===== src/rtl/core/fleu_pkg.sv =====
// ----------------------------------------------------------------------------
// Flash EEPROM log emulation package
// Sizes, operation and action codes, and the structs that pass between the
// control logic, the byte cache and the log slot flags.
// ----------------------------------------------------------------------------
package fleu_pkg;

    // Emulated EEPROM size: two data pages of PAGE_BYTES each.
    localparam int PAGE_BYTES = 4096;
    localparam int DATA_BYTES = 2 * PAGE_BYTES;
    localparam int BANK_AW    = $clog2(PAGE_BYTES);
    localparam int DATA_AW    = BANK_AW + 1;

    // Write log geometry.
    localparam int LOG_SLOTS = 1023;
    localparam int LOG_IW    = $clog2(LOG_SLOTS);
    localparam int LOG_CW    = $clog2(LOG_SLOTS + 1);

    // Fixed field widths.
    localparam int WORD_W = 16;
    localparam int BYTE_W = 8;
    localparam int SLOT_W = 10;

    // Highest byte address at which a whole word still fits.
    localparam logic [WORD_W-1:0] DATA_LAST   = WORD_W'(DATA_BYTES - 2);
    localparam logic [WORD_W-1:0] ERASED_WORD = 16'hffff;

    typedef enum logic [2:0] {
        OP_BEGIN       = 3'd0,
        OP_LOAD_WORD   = 3'd1,
        OP_REPLAY      = 3'd2,
        OP_READ_WORD   = 3'd3,
        OP_WRITE_WORD  = 3'd4,
        OP_WRITE_BYTE  = 3'd5,
        OP_FLUSH       = 3'd6,
        OP_ERASE       = 3'd7
    } t_op;

    typedef enum logic [1:0] {
        ACT_NONE          = 2'd0,
        ACT_APPEND        = 2'd1,
        ACT_COMPACT       = 2'd2,
        ACT_COMPACT_RESET = 2'd3
    } t_action;

    // One result item.
    typedef struct packed {
        t_action           action;
        logic [SLOT_W-1:0] log_slot;
        logic [WORD_W-1:0] log_address;
        logic [WORD_W-1:0] log_value;
        logic [WORD_W-1:0] read_value;
        logic              last;
    } t_result;

    // Byte cache access: one word read and one word write per cycle.
    typedef struct packed {
        logic               rd_en;
        logic [DATA_AW-1:0] rd_addr;
        logic               wr_en;
        logic [DATA_AW-1:0] wr_addr;
        logic [WORD_W-1:0]  wr_word;
    } t_cache_req;

    // Log slot flag access and erase control.
    typedef struct packed {
        logic              rd_en;
        logic [LOG_IW-1:0] rd_idx;
        logic              wr_en;
        logic [LOG_IW-1:0] wr_idx;
        logic              wr_flag;
        logic              clr_start;
        logic              clr_keep0;
    } t_log_req;

endpackage


===== src/rtl/core/fleu_ram.sv =====
// ----------------------------------------------------------------------------
// Generic single-port-write, single-port-read RAM
// One write and one registered read per cycle. Contents are not reset.
// ----------------------------------------------------------------------------
module fleu_ram #(
    parameter int WIDTH = 8,
    parameter int DEPTH = 256
) (
    input  logic                     i_clk,
    input  logic                     i_we,
    input  logic [$clog2(DEPTH)-1:0] i_waddr,
    input  logic [WIDTH-1:0]         i_wdata,
    input  logic                     i_re,
    input  logic [$clog2(DEPTH)-1:0] i_raddr,
    output logic [WIDTH-1:0]         o_rdata
);

    logic [WIDTH-1:0] r_mem [DEPTH];
    logic [WIDTH-1:0] r_rdata;

    // Write port.
    always_ff @(posedge i_clk) begin
        if (i_we) begin
            r_mem[i_waddr] <= i_wdata;
        end
    end

    // Read port; the data holds until the next read.
    always_ff @(posedge i_clk) begin
        if (i_re) begin
            r_rdata <= r_mem[i_raddr];
        end
    end

    assign o_rdata = r_rdata;

endmodule


===== src/rtl/core/fleu_log_flags.sv =====
// ----------------------------------------------------------------------------
// Log slot flags
// One bit per write log slot: set when the slot holds a programmed entry.
// Only that bit is ever looked at, so the entry itself is not kept. An erase
// sweeps the whole flag memory, one slot per cycle; an append into slot zero
// that comes together with the erase is folded into the sweep.
// ----------------------------------------------------------------------------
module fleu_log_flags (
    input  logic               i_clk,
    input  logic               i_rst_n,
    input  fleu_pkg::t_log_req i_req,
    output logic               o_flag,
    output logic               o_busy
);

    localparam logic [fleu_pkg::LOG_IW-1:0] LAST_IDX =
        fleu_pkg::LOG_IW'(fleu_pkg::LOG_SLOTS - 1);

    logic                        r_busy;
    logic [fleu_pkg::LOG_IW-1:0] r_idx;
    logic                        r_keep0;
    logic                        mem_we;
    logic [fleu_pkg::LOG_IW-1:0] mem_waddr;
    logic                        mem_wdata;

    // Erase sweep; also runs once after reset.
    always_ff @(posedge i_clk) begin
        if (!i_rst_n) begin
            r_busy  <= 1'b1;
            r_idx   <= '0;
            r_keep0 <= 1'b0;
        end else if (i_req.clr_start) begin
            r_busy  <= 1'b1;
            r_idx   <= '0;
            r_keep0 <= i_req.clr_keep0;
        end else if (r_busy) begin
            if (r_idx == LAST_IDX) begin
                r_busy <= 1'b0;
            end else begin
                r_idx <= r_idx + fleu_pkg::LOG_IW'(1);
            end
        end
    end

    // The sweep owns the write port while it runs.
    assign mem_we    = r_busy || i_req.wr_en;
    assign mem_waddr = r_busy ? r_idx : i_req.wr_idx;
    assign mem_wdata = r_busy ? (r_keep0 && (r_idx == '0)) : i_req.wr_flag;

    fleu_ram #(
        .WIDTH (1),
        .DEPTH (fleu_pkg::LOG_SLOTS)
    ) u_flag_mem (
        .i_clk   (i_clk),
        .i_we    (mem_we),
        .i_waddr (mem_waddr),
        .i_wdata (mem_wdata),
        .i_re    (i_req.rd_en),
        .i_raddr (i_req.rd_idx),
        .o_rdata (o_flag)
    );

    assign o_busy = r_busy;

endmodule


===== config.mk =====
export PLATFORM = sky130hd
export DESIGN_NAME = fleu_log_flags
export DESIGN_NICKNAME = d
export VERILOG_FILES = /design/src/rtl/core/fleu_pkg.sv /design/src/rtl/core/fleu_ram.sv /design/src/rtl/core/fleu_log_flags.sv
export SDC_FILE = /design/constraint.sdc
export NUM_CORES = 1
export LEC_CHECK = 0
export CELL_PAD_IN_SITES_DETAIL_PLACEMENT = 0
export CELL_PAD_IN_SITES_GLOBAL_PLACEMENT = 1
export CORE_ASPECT_RATIO = 0.75
export CORE_MARGIN = 3
export CORE_UTILIZATION = 25
export CTS_BUF_LIST = sky130_fd_sc_hd__clkbuf_8
export DETAILED_ROUTE_END_ITERATION = 7
export DONT_BUFFER_PORTS = 1
export HOLD_SLACK_MARGIN = 0.1
export PLACE_DENSITY = 0.44
export RECOVER_POWER = 25
export SYNTH_ARGS = -nofsm -noshare
export SYNTH_HDL_FRONTEND = slang
export SYNTH_SLANG_ARGS = --single-unit

===== constraint.sdc =====
create_clock -name i_clk -period 129.8 [get_ports i_clk]
set_input_delay 6.49 -clock i_clk [delete_from_list [all_inputs] [get_ports i_clk]]
set_output_delay 6.49 -clock i_clk [all_outputs]
set_load 0.02 [all_outputs]

==> impl_results.html, run 1 <==
<table>
<tr><th>Metric</th><th>Value</th></tr>
<tr><th colspan="2">Synthesis</th></tr>
<tr><td>Number of synthesized flops with an enable pin</td><td>around 1000</td></tr>
<tr><td>Largest area contributor in the synthesized netlist</td><td>sky130_fd_sc_hd__edfxtp_1</td></tr>
<tr><td>Most used flip-flop cell after synthesis</td><td>sky130_fd_sc_hd__edfxtp_1</td></tr>
<tr><td>Most common cell in the netlist</td><td>sky130_fd_sc_hd__nor2_1</td></tr>
<tr><td>Flip-flop and latch count after synthesis</td><td>1036</td></tr>
<tr><td>Number of nets in the synthesized netlist</td><td>3246</td></tr>
<tr><td>Top post-synthesis cells by count</td><td>sky130_fd_sc_hd__nor2_1 (1083), sky130_fd_sc_hd__edfxtp_1 (1024), sky130_fd_sc_hd__mux4_2 (225)</td></tr>
<tr><td>Synth async-reset ratio</td><td>0%</td></tr>
<tr><td>Mapped cell area</td><td>45200 sq um</td></tr>
<tr><td>Synth unique cells</td><td>64</td></tr>
<tr><td>Ys Warns</td><td>0</td></tr>
<tr><td>Mapped Avg Cell Area</td><td>14.1 sq um</td></tr>
<tr><td>Post-Syn Instances</td><td>3216</td></tr>
<tr><td>Yosys top cell area share</td><td>around two thirds</td></tr>
<tr><td>Part of the Yosys area used for sequential elements</td><td>68.5%</td></tr>
<tr><td>Largest cells by area after synthesis</td><td>sky130_fd_sc_hd__edfxtp_1 (68%), sky130_fd_sc_hd__mux4_2 (11%), sky130_fd_sc_hd__nor2_1 (9.0%), sky130_fd_sc_hd__mux2i_1 (1.8%), sky130_fd_sc_hd__clkbuf_1 (1.5%)</td></tr>
<tr><th colspan="2">Layout</th></tr>
<tr><td>Final design area excluding fillers</td><td>50600 sq um</td></tr>
<tr><td>Area growth, synth to finish</td><td>12.0%</td></tr>
<tr><td>Layout cells sized above 1</td><td>16.1%</td></tr>
<tr><td>Final Net Count</td><td>approximately 3200</td></tr>
<tr><td>Filler Cells Inserted</td><td>18300</td></tr>
<tr><td>Final instance count without filler cells</td><td>5702</td></tr>
<tr><th colspan="2">Critical path</th></tr>
<tr><td>Data arrival time at the worst-slack endpoint</td><td>12800 ps</td></tr>
<tr><td>Startpoint Class</td><td>primary input</td></tr>
<tr><td>Critical path fanouts, max</td><td>approximately 110</td></tr>
<tr><td>Kind of end point of the critical path</td><td>flip-flop</td></tr>
<tr><td>Crit Path Class</td><td>primary input to flip-flop</td></tr>
<tr><td>Endpoint required time on the critical path</td><td>around 130000 ps</td></tr>
<tr><th colspan="2">Run</th></tr>
<tr><td>Number of max-capacitance violations reported</td><td>23</td></tr>
<tr><th colspan="2">Floorplan</th></tr>
<tr><td>Core Footprint</td><td>179000 sq um</td></tr>
<tr><td>Die H</td><td>374 um</td></tr>
<tr><td>Standard-cell rows</td><td>134</td></tr>
<tr><td>Die width</td><td>497 um</td></tr>
<tr><td>Die footprint</td><td>186000 sq um</td></tr>
<tr><td>Number of ports placed on the die boundary</td><td>29</td></tr>
<tr><td>Effective utilization at floorplan</td><td>25.3%</td></tr>
<tr><th colspan="2">Run status</th></tr>
<tr><td>Run status</td><td>complete, but fails checks</td></tr>
<tr><td>Violations in the final reports</td><td>max-capacitance violations, max-slew violations</td></tr>
<tr><th colspan="2">Routing</th></tr>
<tr><td>Total Routed Length</td><td>162000 um</td></tr>
<tr><td>Detailed-route wire length per cell</td><td>28.5 um</td></tr>
<tr><td>Number of antenna-violating nets in the routed design</td><td>0</td></tr>
<tr><td>Number of vias in the routed layout</td><td>27600</td></tr>
<tr><td>First-pass DRT Iterations</td><td>5</td></tr>
<tr><td>Number of DRC violations after detailed routing</td><td>0</td></tr>
<tr><td>Drt first-iter violations</td><td>3019</td></tr>
<tr><td>Vias per cell</td><td>4.84</td></tr>
<tr><th colspan="2">Pwr</th></tr>
<tr><td>Leakage component of the power</td><td>15.0 nW</td></tr>
<tr><td>Power Dens Cells</td><td>13.1 nW/um^2</td></tr>
<tr><td>Total power</td><td>0.664 mW</td></tr>
<tr><td>Largest voltage drop on the vdd net</td><td>5.79 uV</td></tr>
<tr><th colspan="2">Clocking</th></tr>
<tr><td>Setup repair bufs after CTS</td><td>0</td></tr>
<tr><td>Root Driver</td><td>sky130_fd_sc_hd__clkbuf_8</td></tr>
<tr><td>Clock Pin Slew Worst Setup and Hold Paths</td><td>60 ps</td></tr>
<tr><td>Post_cts resized</td><td>0</td></tr>
<tr><td>TritonCTS clock tree</td><td>built</td></tr>
<tr><td>Deepest level of the CTS H-tree</td><td>4</td></tr>
<tr><td>Source-to-sink clock delay at the later pin of the worst-skew pair</td><td>890 ps</td></tr>
<tr><td>Cts hold-fix bufs</td><td>0</td></tr>
<tr><td>Number of buffers on the longest clock path</td><td>3</td></tr>
<tr><td>Number of buffers added by the clock tree synthesis step</td><td>173</td></tr>
<tr><td>Clock sink total</td><td>1036</td></tr>
<tr><th colspan="2">Placed design</th></tr>
<tr><td>Buffers on Ports</td><td>0</td></tr>
<tr><td>Hpwl dp</td><td>80600 um</td></tr>
<tr><td>Gpl congestion</td><td>0.719</td></tr>
<tr><td>DP Cell Count</td><td>5384</td></tr>
<tr><td>Worst slack at placement</td><td>roughly 120000 ps</td></tr>
<tr><td>Placement-stage cell area</td><td>47700 sq um</td></tr>
<tr><th colspan="2">Global route</th></tr>
<tr><td>Total overflow reported by the global router</td><td>0</td></tr>
<tr><td>Vias in the first global route</td><td>27400</td></tr>
<tr><td>Total routing usage reported by global routing</td><td>17.1%</td></tr>
<tr><td>Global-route wire length before repair</td><td>225000 um</td></tr>
<tr><td>Pin count of the biggest net entering global routing</td><td>272</td></tr>
<tr><td>Number of antenna violations at the first check in global routing</td><td>16</td></tr>
<tr><th colspan="2">Timing</th></tr>
<tr><td>Layout Skew</td><td>between 30 and 40 ps</td></tr>
<tr><td>Relative slew slack</td><td>-177%</td></tr>
<tr><td>Max Freq</td><td>0.0814 GHz</td></tr>
<tr><td>TNS Setup</td><td>0 ps</td></tr>
<tr><td>RSZ-0062 raised after global routing</td><td>false</td></tr>
<tr><td>Hold Violations, Final</td><td>0</td></tr>
<tr><td>Tcrit/Tclk final</td><td>9.47%</td></tr>
<tr><td>Slew @ Worst Pin</td><td>4150 ps</td></tr>
<tr><td>Worst path setup slack after routing</td><td>~120000 ps</td></tr>
<tr><td>Fin. max-slew vios</td><td>809</td></tr>
<tr><td>Total setup violations reported at the end of the flow</td><td>0</td></tr>
<tr><td>Minimum period implied by the final worst setup slack</td><td>12290 ps</td></tr>
<tr><th colspan="2">Hold path</th></tr>
<tr><td>Class of the tightest hold or removal check</td><td>flip-flop to flip-flop</td></tr>
</table>
[final timing paths]
kind	cells past startpoint	end	from	slack [ps]
worst max-delay path	4	u_flag_mem.r_mem[80]	i_req[2]	117510
worst min-delay path	2	r_keep0	r_keep0	580
worst max register to register	3	u_flag_mem.r_mem[80]	o_busy	122420
worst min register to register	2	r_keep0	r_keep0	580
[per-layer routing]
layer | vias to the layer above | GRT usage (%) | part of all wire (%)
met5 | - | 0 | 0
met4 | 0 | 4.64 | 1.9
met3 | 190 | 3.09 | 6.3
met2 | 904 | 25.0 | 43
met1 | 14700 | 25.9 | 49
li1 | 11800 | - | -
[metrics by stage]
| step | util [%] | hold slack [ps] |
|---|---|---|
| 4_1_cts | 28.4 | 619 |
| 5_1_grt | 28.3 | 629 |
| 3_3_place_gp | 26.7 | 600 |
| 2_1_floorplan | - | 473 |
| 3_5_place_dp | 26.7 | 607 |
| 6_report | 28.3 | 582 |
[power by group]
part	leakage (nW)	switching, mW	total (mW)	internal (mW)
Clock	1.79	0.141	0.268	0.128
Sequential	9.50	0.000218	0.369	0.369
Combinational	3.69	0.0170	0.0272	0.0102
[critical path: stages]
cell and delay (ps):
sky130_fd_sc_hd__inv_1 20, sky130_fd_sc_hd__o21ai_0 2980, sky130_fd_sc_hd__clkbuf_1 2090, sky130_fd_sc_hd__buf_4 1000
[placed cells by master, fill, tap and decap left out, types with 18 or more instances in the layout]
cell type	instances
sky130_fd_sc_hd__nor2_1	1082
sky130_fd_sc_hd__edfxtp_1	1024
sky130_fd_sc_hd__mux4_2	225
sky130_fd_sc_hd__clkbuf_8	180
sky130_fd_sc_hd__nand2_1	104
sky130_fd_sc_hd__inv_1	86
sky130_fd_sc_hd__mux2i_1	80
sky130_fd_sc_hd__buf_4	58
sky130_fd_sc_hd__clkinv_1	51
sky130_fd_sc_hd__a21oi_1	35
sky130_fd_sc_hd__a22oi_1	32
sky130_fd_sc_hd__clkbuf_1	26
sky130_fd_sc_hd__o221ai_1	25
sky130_fd_sc_hd__o21ai_0	21
sky130_fd_sc_hd__nand3_1	18
[state kept, by name, summed over array words and instances, names as in the netlist]
name and flops:
r_keep0 1, r_idx 10, u_flag_mem.r_mem 1023, u_flag_mem.o_rdata 1
o_busy 1
[logic make-up after synthesis]
group                      count (synthesis)  synth area share [%]
xor gates and xnor gates                   7                 0.136
muxes                                    320                  13.4
and+or+nand+nor                         1331                  11.7
AOI/OAI and AO/OA                        204                  3.22
DFF                                     1036                  68.5
buffers and inverters                    315                  2.97
adders and majority gates                  3                0.0830
[cell type report]
class	count	area, sq um	share of cell area, %
repair buffers	85	553	1.09
well taps	2380	2980	5.88
flip-flops and latches	1036	31000	61.2
clock buffers	180	2480	4.89
clock inverters	134	534	1.06
inverters	18	67.6	0.133
multi-input cells	1865	13000	25.7
diodes	4	10.0	0.0198
(Power assumes the default switching activity.)
==> run 2: changes to the inputs <==
==> constraint.sdc (replaced) <==
create_clock -name i_clk -period 11.8 [get_ports i_clk]
set_input_delay 0.59 -clock i_clk [delete_from_list [all_inputs] [get_ports i_clk]]
set_output_delay 0.59 -clock i_clk [all_outputs]
set_load 0.02 [all_outputs]
==> run 2 against run 1 <==
Against the previous run:
- the flow still finishes with violations (max-capacitance violations, max-slew violations)
- critical path depth stayed put
- worst setup slack worse by 110000 ps
- cell area hardly changed
- critical path type is now flip-flop to flip-flop
- critical endpoint is now u_flag_mem.r_mem[668]
==> impl_results.html, run 2 (same netlist as run 1, synthesis figures left out) <==
<table>
<tr><th>Metric</th><th>Value</th></tr>
<tr><th colspan="2">Timing</th></tr>
<tr><td>TNS Setup</td><td>0 ps (unchanged)</td></tr>
<tr><td>Total setup violations reported at the end of the flow</td><td>0 (unchanged)</td></tr>
<tr><td>Slew @ Worst Pin</td><td>3910 ps (-242 ps)</td></tr>
<tr><td>Relative slew slack</td><td>-161% (+16 points)</td></tr>
<tr><td>Hold WS</td><td>224 ps (-358 ps)</td></tr>
<tr><td>RSZ-0062 raised after global routing</td><td>false</td></tr>
<tr><td>Hold Violations, Final</td><td>0 (unchanged)</td></tr>
<tr><td>Worst path setup slack after routing</td><td>5430 ps (-112080 ps)</td></tr>
<tr><td>Tcrit/Tclk final</td><td>54.0%</td></tr>
<tr><td>Max Freq</td><td>0.157 GHz</td></tr>
<tr><td>Minimum period implied by the final worst setup slack</td><td>between 6000 and 7000 ps</td></tr>
<tr><td>Layout Skew</td><td>27.8 ps (-5.67 ps)</td></tr>
<tr><td>Fin. max-slew vios</td><td>286 (-65%)</td></tr>
<tr><th colspan="2">Global route</th></tr>
<tr><td>Global-route wire length before repair</td><td>222000 um (-1.4%)</td></tr>
<tr><td>Vias in the first global route</td><td>27100 (-0.99%)</td></tr>
<tr><td>Number of antenna violations at the first check in global routing</td><td>9 (-7)</td></tr>
<tr><td>Pin count of the biggest net entering global routing</td><td>272 (unchanged)</td></tr>
<tr><td>Total routing usage reported by global routing</td><td>16.8% (-0.34 points)</td></tr>
<tr><td>Total overflow reported by the global router</td><td>0 (unchanged)</td></tr>
<tr><th colspan="2">Critical path</th></tr>
<tr><td>Top cell family by delay on the critical path</td><td>compound AO/OA/AOI/OAI gates</td></tr>
<tr><td>Crit Path Class</td><td>flip-flop to flip-flop</td></tr>
<tr><td>Startpoint Class</td><td>flip-flop</td></tr>
<tr><td>Critical Path Slowest Stage Cell</td><td>sky130_fd_sc_hd__o21ai_0</td></tr>
<tr><td>Top cell by count, worst path</td><td>sky130_fd_sc_hd__buf_4</td></tr>
<tr><td>Data arrival time at the worst-slack endpoint</td><td>6890 ps (-5910 ps)</td></tr>
<tr><td>Crit path buffers/inverters</td><td>3 (unchanged)</td></tr>
<tr><td>Critical-path cell list</td><td>o21ai_0 &gt; buf_12 &gt; buf_4 &gt; buf_4</td></tr>
<tr><td>Endpoint required time on the critical path</td><td>12330 ps (-117980 ps)</td></tr>
<tr><td>Number of logic stages on the critical path including buffering</td><td>4 (unchanged)</td></tr>
<tr><td>Critical path fanouts, max</td><td>210 (+100%)</td></tr>
<tr><td>Number of cells traversed by the worst register-to-register path</td><td>4 (+1)</td></tr>
<tr><td>Kind of end point of the critical path</td><td>flip-flop</td></tr>
<tr><td>Delay contributed by the slowest stage of the critical path</td><td>2620 ps (-360 ps)</td></tr>
<tr><th colspan="2">Run status</th></tr>
<tr><td>Run status</td><td>complete, but fails checks</td></tr>
<tr><td>Violations in the final reports</td><td>max-capacitance violations, max-slew violations</td></tr>
<tr><th colspan="2">Clocking</th></tr>
<tr><td>Number of buffers on the longest clock path</td><td>3 (unchanged)</td></tr>
<tr><td>Clock sink total</td><td>1036 (unchanged)</td></tr>
<tr><td>Setup repair bufs after CTS</td><td>0 (unchanged)</td></tr>
<tr><td>Number of buffers added by the clock tree synthesis step</td><td>170 (-1.7%)</td></tr>
<tr><td>Root Driver</td><td>sky130_fd_sc_hd__clkbuf_8</td></tr>
<tr><td>TritonCTS clock tree</td><td>built</td></tr>
<tr><td>Clock Pin Slew Worst Setup and Hold Paths</td><td>60 ps (about the same)</td></tr>
<tr><td>Deepest level of the CTS H-tree</td><td>4 (unchanged)</td></tr>
<tr><td>Source-to-sink clock delay at the later pin of the worst-skew pair</td><td>870 ps (-20 ps)</td></tr>
<tr><th colspan="2">Placed design</th></tr>
<tr><td>DP Cell Count</td><td>5374 (-0.19%)</td></tr>
<tr><td>Gpl congestion</td><td>0.731 (+1.7%)</td></tr>
<tr><td>Buffers on Ports</td><td>0 (unchanged)</td></tr>
<tr><td>Worst slack at placement</td><td>7040 ps (-112390 ps)</td></tr>
<tr><td>Hpwl dp</td><td>79900 um (-0.83%)</td></tr>
<tr><td>Placement-stage cell area</td><td>47700 sq um (about the same)</td></tr>
<tr><th colspan="2">Layout</th></tr>
<tr><td>Flip-flop count of the largest register, all copies and words added</td><td>1023 (unchanged)</td></tr>
<tr><td>Layout cells sized above 1</td><td>16.3% (+0.16 points)</td></tr>
<tr><td>Most flops, register</td><td>u_flag_mem.r_mem</td></tr>
<tr><td>Final design area excluding fillers</td><td>50600 sq um (about the same)</td></tr>
<tr><td>Biggest regs</td><td>u_flag_mem.r_mem (1023), r_idx (10)</td></tr>
<tr><td>Multi-input combinational cell area</td><td>13000 sq um (+0.12%)</td></tr>
<tr><td>Area of all sequential standard cells</td><td>31000 sq um (about the same)</td></tr>
<tr><td>Most common cell after layout, fill and taps aside</td><td>sky130_fd_sc_hd__nor2_1</td></tr>
<tr><td>Final Net Count</td><td>3201 (-0.25%)</td></tr>
<tr><td>Area growth, synth to finish</td><td>11.9% (about the same)</td></tr>
<tr><td>Most frequent cells in the layout</td><td>sky130_fd_sc_hd__nor2_1 (1082), sky130_fd_sc_hd__edfxtp_1 (1024), sky130_fd_sc_hd__mux4_2 (225), sky130_fd_sc_hd__clkbuf_8 (172), sky130_fd_sc_hd__nand2_1 (106)</td></tr>
<tr><td>Final instance count without filler cells</td><td>5677 (-0.44%)</td></tr>
<tr><td>Filler Cells Inserted</td><td>18300 (-0.27%)</td></tr>
<tr><th colspan="2">Hold path</th></tr>
<tr><td>Class of the tightest hold or removal check</td><td>primary input to flip-flop</td></tr>
<tr><td>Worst hold path depth</td><td>2 (unchanged)</td></tr>
<tr><th colspan="2">Routing</th></tr>
<tr><td>Number of DRC violations after detailed routing</td><td>0 (unchanged)</td></tr>
<tr><td>Total Routed Length</td><td>159000 um (-2.0%)</td></tr>
<tr><td>Detailed-route wire length per cell</td><td>28.0 um (-1.6%)</td></tr>
<tr><td>Number of vias in the routed layout</td><td>27400 (-0.76%)</td></tr>
<tr><td>Drt first-iter violations</td><td>3051 (+1.1%)</td></tr>
<tr><td>Number of antenna-violating nets in the routed design</td><td>0 (unchanged)</td></tr>
<tr><td>First-pass DRT Iterations</td><td>5 (unchanged)</td></tr>
<tr><td>Vias per cell</td><td>4.82 (-0.33%)</td></tr>
<tr><th colspan="2">Pwr</th></tr>
<tr><td>Leakage component of the power</td><td>14.9 nW (-0.25%)</td></tr>
<tr><td>Power Dens Cells</td><td>143 nW/um^2 (+990%)</td></tr>
<tr><td>Largest voltage drop on the vdd net</td><td>100 uV (+1600%)</td></tr>
<tr><th colspan="2">Run</th></tr>
<tr><td>Number of max-capacitance violations reported</td><td>9 (-61%)</td></tr>
<tr><th colspan="2">Floorplan</th></tr>
<tr><td>Number of ports placed on the die boundary</td><td>29 (unchanged)</td></tr>
<tr><td>Standard-cell rows</td><td>134 (unchanged)</td></tr>
<tr><td>Die H</td><td>374 um (unchanged)</td></tr>
<tr><td>Die footprint</td><td>186000 sq um (unchanged)</td></tr>
<tr><td>Die width</td><td>497 um (unchanged)</td></tr>
<tr><td>Effective utilization at floorplan</td><td>25.3% (unchanged)</td></tr>
<tr><td>Core Footprint</td><td>179000 sq um (unchanged)</td></tr>
</table>
[run 2: worst paths after layout]
check | start | endpoint | slack (ps)
min | i_req[1] | r_idx[5] | 220
max | o_busy | u_flag_mem.r_mem[668] | 5430
max reg2reg | o_busy | u_flag_mem.r_mem[668] | 5430
min reg2reg | r_idx[5] | r_idx[5] | 620
[run 2: stage by stage]
step                power, mW  util [%]
floorplan                4.40         -
global placement         4.43      26.7
detailed placement       4.43      26.7
CTS                      7.34      28.3
global route             7.52      28.3
finish                   7.24      28.3
[run 2: routing by layer]
| layer | up-vias | share of wire, % | global-route usage (%) |
|---|---|---|---|
| li1 | 11800 | - | - |
| met1 | 14700 | 49 | 25.9 |
| met2 | 703 | 43 | 24.7 |
| met3 | 196 | 5.9 | 2.44 |
| met4 | 0 | 1.6 | 3.90 |
| met5 | - | 0 | 0 |
[run 2: final cells by class]
| class | instances | share of cell area (%) |
|---|---|---|
| diodes | 6 | 0.0297 |
| clock buffers | 172 | 4.68 |
| clock inverters | 120 | 1.03 |
| inverters | 18 | 0.134 |
| multi-input cells | 1865 | 25.8 |
| flip-flops and latches | 1036 | 61.3 |
| well taps | 2380 | 5.89 |
| repair buffers | 80 | 1.21 |
[run 2: power breakdown]
group	switching [mW]	internal [mW]
Sequential	0.00200	4.05
Combinational	0.182	0.116
Clock	1.52	1.36
Total	1.70	5.53
[run 2: worst register-to-register path: cells and delay by family, from the launching register on]
kind | cells | cell delay [ps]
flip-flops | 1 | 820
buffers and inverters | 3 | 2490
AO/OA/AOI/OAI | 1 | 2640
[run 2: what timing repair did]
action | CTS | global route
endpoints found under the hold margin | 11 | 0
endpoints found under the setup margin | 0 | 0
hold buffers | 5 | 0
gates resized for setup | 0 | 0
